===== config.mk =====
export PLATFORM = sky130hd
export DESIGN_NAME = erc_div
export DESIGN_NICKNAME = d
export VERILOG_FILES = /design/src/sv/erc_pkg.sv /design/src/sv/erc_div.sv
export SDC_FILE = /design/constraint.sdc
export NUM_CORES = 1
export LEC_CHECK = 0
export ABC_AREA = 1
export CORE_ASPECT_RATIO = 1.75
export CORE_MARGIN = 2
export CORE_UTILIZATION = 65
export CTS_CLUSTER_DIAMETER = 120
export CTS_CLUSTER_SIZE = 24
export DETAILED_ROUTE_END_ITERATION = 12
export DONT_BUFFER_PORTS = 1
export PLACE_DENSITY = 0.81
export RECOVER_POWER = 50
export SYNTH_ARGS = -nofsm -noshare
export SYNTH_HDL_FRONTEND = slang
export SYNTH_SLANG_ARGS = --single-unit

===== constraint.sdc =====
create_clock -name clk -period 3.7 [get_ports clk]
set_input_delay 0.74 -clock clk [delete_from_list [all_inputs] [get_ports clk]]
set_output_delay 0.74 -clock clk [all_outputs]
set_load 0.005 [all_outputs]

===== src/sv/erc_pkg.sv =====
// Shared types and constants for the event rate counter bank.
// Used by the channel interfaces, the counter memory, the divider and the top level.
// No dependencies.
package erc_pkg;

  // Number of counters in the bank and the address width of one counter row.
  localparam int COUNTERS = 64;
  localparam int CNT_AW   = (COUNTERS > 1) ? $clog2(COUNTERS) : 1;

  // Payload widths fixed by the item format.
  localparam int ACT_W  = 2;
  localparam int IDX_W  = 6;
  localparam int RUN_W  = 32;
  localparam int TOT_W  = 64;
  localparam int SEC_W  = 32;
  localparam int CIU_W  = 7;

  // Width of the divider step counter, one step per quotient bit.
  localparam int DIV_STEP_W = $clog2(TOT_W);

  // Configuration port.
  localparam int CFG_AW = 3;
  localparam int CFG_DW = 32;
  localparam logic [CIU_W-1:0] CIU_RESET = 7'd64;

  // Register indexes on the configuration port.
  typedef enum logic [0:0] {
    REG_COUNTERS_IN_USE = 1'b0
  } reg_index_t;

  // Item action codes.
  typedef enum logic [ACT_W-1:0] {
    ACT_COUNT = 2'd0,
    ACT_TICK  = 2'd1,
    ACT_QUERY = 2'd2,
    ACT_NONE  = 2'd3
  } action_t;

  // Sequencer states.
  typedef enum logic [2:0] {
    S_IDLE,
    S_EXEC,
    S_TRD,
    S_TWR,
    S_DIV,
    S_OUT
  } state_t;

  // One counter row as stored in the bank memory.
  typedef struct packed {
    logic [RUN_W-1:0] running;
    logic [RUN_W-1:0] last;
    logic [TOT_W-1:0] total;
  } row_t;

  // Write request into the bank memory.
  typedef struct packed {
    logic              en;
    logic [CNT_AW-1:0] addr;
    row_t              row;
  } mem_wr_t;

  // Read request into the bank memory.
  typedef struct packed {
    logic              en;
    logic [CNT_AW-1:0] addr;
  } mem_rd_t;

  // Divider status.
  typedef struct packed {
    logic busy;
    logic done;
  } div_stat_t;

endpackage


===== src/sv/erc_div.sv =====
// Restoring divider for the average: 64-bit total over 32-bit seconds.
// One quotient bit per cycle. Depends on erc_pkg.
module erc_div (
  input  logic                      clk,
  input  logic                      rst_n,
  input  logic                      start,
  input  logic [erc_pkg::TOT_W-1:0] dividend,
  input  logic [erc_pkg::SEC_W-1:0] divisor,
  output logic [erc_pkg::TOT_W-1:0] quotient,
  output erc_pkg::div_stat_t        stat
);
  import erc_pkg::*;

  logic [TOT_W-1:0]      quo_r, quo_nxt;
  logic [SEC_W-1:0]      rem_r, rem_nxt;
  logic [SEC_W-1:0]      dvs_r;
  logic [DIV_STEP_W-1:0] step_r;
  logic                  busy_r, done_r;
  logic [SEC_W:0]        rem_sh;
  logic [SEC_W:0]        rem_sub;

  // One shift-and-subtract step.
  always_comb begin
    rem_sh  = {rem_r, quo_r[TOT_W-1]};
    rem_sub = rem_sh - {1'b0, dvs_r};
    if (rem_sh >= {1'b0, dvs_r}) begin
      rem_nxt = rem_sub[SEC_W-1:0];
      quo_nxt = {quo_r[TOT_W-2:0], 1'b1};
    end else begin
      rem_nxt = rem_sh[SEC_W-1:0];
      quo_nxt = {quo_r[TOT_W-2:0], 1'b0};
    end
  end

  // Datapath registers.
  always_ff @(posedge clk) begin
    if (start) begin
      quo_r <= dividend;
      rem_r <= '0;
      dvs_r <= divisor;
    end else if (busy_r) begin
      quo_r <= quo_nxt;
      rem_r <= rem_nxt;
    end
  end

  // Step counter and status.
  always_ff @(posedge clk) begin
    if (!rst_n) begin
      busy_r <= 1'b0;
      done_r <= 1'b0;
      step_r <= '0;
    end else begin
      done_r <= 1'b0;
      if (start) begin
        busy_r <= 1'b1;
        step_r <= '0;
      end else if (busy_r) begin
        step_r <= step_r + 1'b1;
        if (step_r == DIV_STEP_W'(TOT_W - 1)) begin
          busy_r <= 1'b0;
          done_r <= 1'b1;
        end
      end
    end
  end

  assign quotient  = quo_r;
  assign stat.busy = busy_r;
  assign stat.done = done_r;

  // A new division never starts on top of one in flight.
  a_no_restart: assert property (@(posedge clk) disable iff (!rst_n)
    start |-> !busy_r) else $error("divider restarted while busy");
  // Done follows the last step of a busy run.
  a_done_after_busy: assert property (@(posedge clk) disable iff (!rst_n)
    done_r |-> $past(busy_r)) else $error("divider done without a run");
  // The divisor is never zero once a division is running.
  a_nonzero_divisor: assert property (@(posedge clk) disable iff (!rst_n)
    busy_r |-> dvs_r != '0) else $error("divider running with zero divisor");

endmodule


==> out/metrics.yaml <==
status: "complete, no violations"
ant_nets: 0
die_area_sq_um: 13600
register_area_sq_um: 3680
grt_usage: 0.324
dpl-instance-area_sq_um: 8370
tns_ps: 0
p_seq_frac: 0.485
rsz0062_at_grt: "no"
multi_input_area_sq_um: 3710
drt_first_pass_iters: 7
r2r_slack_ps: 860
synth_seq_cells: 136
numPortBuffers: 0
drv_cap: 0
grt_antenna_before_repair: 1
grt_overflow: 0
met2_length_microns: 11200
worstSetupEndpointType: "flop"
grt_max_degree: 100
final_cell_area_sq_um: 8920
num-nets-final: 1266
drc_errors: 0
routed_wl_microns: 20900
post_drt_wl_per_cell_microns: 15.9
clock_sinks: 136
ys_seq_area_frac: 0.446
place_congestion: 1.04
cts_htree_levels: 4
peakVddDrop_v: 0.000452
slew_violations: 0
pwr-share-clk: 0.435
viasPerCell: 5.37
area_delta_synth_final_pct: 8.07
grt_pass1_wl_microns: 34100
critPathKind: "flop to flop"
min_path_type: "input pin to flop"
post-dp-hpwl_microns: 15300
syn_inst: 1138
die_h_microns: 153
synth_nets: 1271
leakage_nw: 4.69
total_power_mw: 3.79
highest_layer: "met4"
cp_max_fo: 23
drt-initial-drc-count: 374
drive_gt1_frac: 0.0593
tightest_slew_ps: 1300
yosysWarningCount: 0
switching_share: 0.276
post_cts.repair.setup_buffers: 0
coreArea_sq_um: 12400
synth.distinct_cells: 38
cts_buffers: 17
syn_avg_cell_area_sq_um: 7.25
final_common_cell: "nand2_1"
post_cts_resized: 0
clk_latency_ps: 430
p_sw_mw: 1.04
cts_tree: "yes"
crit_arrival_ps: 3000
cts.clk_slew.worst_paths_ps: 70
start_util: 0.664
mostFrequentLayoutCells: "nand2_1 (509), inv_1 (177), edfxtp_1 (96), nand3_1 (80), nor2_1 (41)"
critPathLaunchType: "flop"
die_w_microns: 89.2
setup_viol: 0
fmax_ghz: 0.352
syn-cell-area_sq_um: 8250
required_ps: 3860
ctsHoldBuffers: 0
fin_crit_sh: 0.767
hold_slack_ps: 402
fin_crit_ps: 2840
finClkSkew_ps: 15.8
vias: 7055
hold_viol_final: 0
fillers: 1083
grt_pass1_vias: 7134
post-route-util: 0.717
dr_wl_met3_microns: 1450
clock_path_buffers: 2
row_count: 54
m1WireLength_microns: 7280
internal_power_mw: 2.74
p_comb_frac: 0.080
io_pins: 165
power_density_nw_per_um2: 425
max_slew_margin: 0.130
root_buffer: "clkbuf_16"
cells in the mapped netlist:
cell | instances | area share
a21o_1 | 1 | 0.00091
a21oi_1 | 23 | 0.014
a21oi_2 | 1 | 0.0011
a31oi_1 | 1 | 0.00076
and2_1 | 6 | 0.0046
and3_1 | 1 | 0.00076
buf_1 | 7 | 0.0032
buf_2 | 7 | 0.0042
buf_4 | 4 | 0.0036
buf_6 | 3 | 0.0041
clkbuf_1 | 10 | 0.0046
dfxtp_1 | 40 | 0.097
edfxtp_1 | 96 | 0.35
fa_1 | 1 | 0.0024
ha_1 | 33 | 0.050
inv_1 | 177 | 0.081
inv_2 | 8 | 0.0036
nand2_1 | 509 | 0.23
nand2_2 | 7 | 0.0053
nand2_4 | 1 | 0.0014
nand3_1 | 80 | 0.049
nand3_2 | 4 | 0.0049
nand3b_1 | 14 | 0.013
nand4_1 | 9 | 0.0068
nor2_1 | 42 | 0.019
nor2_2 | 7 | 0.0053
nor2_4 | 1 | 0.0014
nor2_8 | 1 | 0.0024
nor3_1 | 5 | 0.0030
nor4_1 | 1 | 0.00076
o211ai_1 | 1 | 0.00091
o21a_1 | 1 | 0.00091
o21ai_0 | 6 | 0.0036
o21ai_1 | 10 | 0.0061
o21bai_1 | 3 | 0.0027
or2_2 | 1 | 0.00076
xnor2_1 | 13 | 0.014
xor2_1 | 3 | 0.0032
power by group through the flow:
stage                     Combinational [mW]  Clock (mW)  Sequential (mW)
after floorplan                        0.245           0             1.84
after global placement                 0.296           0             1.87
after detailed placement               0.304           0             1.87
after CTS                              0.304        1.65             1.84
after global routing                   0.348        1.72             1.85
final                                  0.303        1.65             1.84
critical path, cell delays in order (launching register included):
cell      delay, ps
dfxtp_1         390
nor2_1          130
clkbuf_1        860
inv_1           730
buf_4           430
metal layers:
metal  up-vias  GRT usage
li1       3529          -
met1      3202      0.338
met2       268      0.567
met3        56     0.0902
met4         0      0.175
met5         -          0
cell families after synthesis:
family | after synthesis | share of synthesized area
and+or+nand+nor | 689 | 0.349
buffers and inverters | 216 | 0.104
DFF | 136 | 0.446
AOI/OAI and AO/OA | 47 | 0.0309
adders and majority gates | 34 | 0.0525
xor gates and xnor gates | 16 | 0.0170
through the flow:
step                setup WS (ps)  instances
finish                        862       1315
global route                  703       1315
CTS                          1080       1314
detailed placement           1100       1282
global placement             1160       1282
floorplan                     402       1138
state kept, by name, summed over array words and instances (netlist names):
| register | count |
|---|---|
| quotient | 64 |
| done_r | 1 |
| busy_r | 1 |
| rem_r | 32 |
| step_r | 6 |
| dvs_r | 32 |
worst paths after layout:
| kind | start | endpoint | cells after the start |
|---|---|---|---|
| max | busy_r | quotient[2] | 4 |
| min | divisor[15] | dvs_r[15] | 0 |
| max reg2reg | busy_r | quotient[2] | 4 |
| min reg2reg | step_r[5] | step_r[5] | 2 |
layout make-up:
cell class | count | area share
sequential | 136 | 0.413
inverter | 185 | 0.0779
tap | 168 | 0.0236
timing repair buffer | 7 | 0.00646
multi-input combinational | 786 | 0.416
clock inverter | 15 | 0.0146
clock buffer | 17 | 0.0477
antenna | 1 | 0.000281
Power figures use the tool's default switching activity.
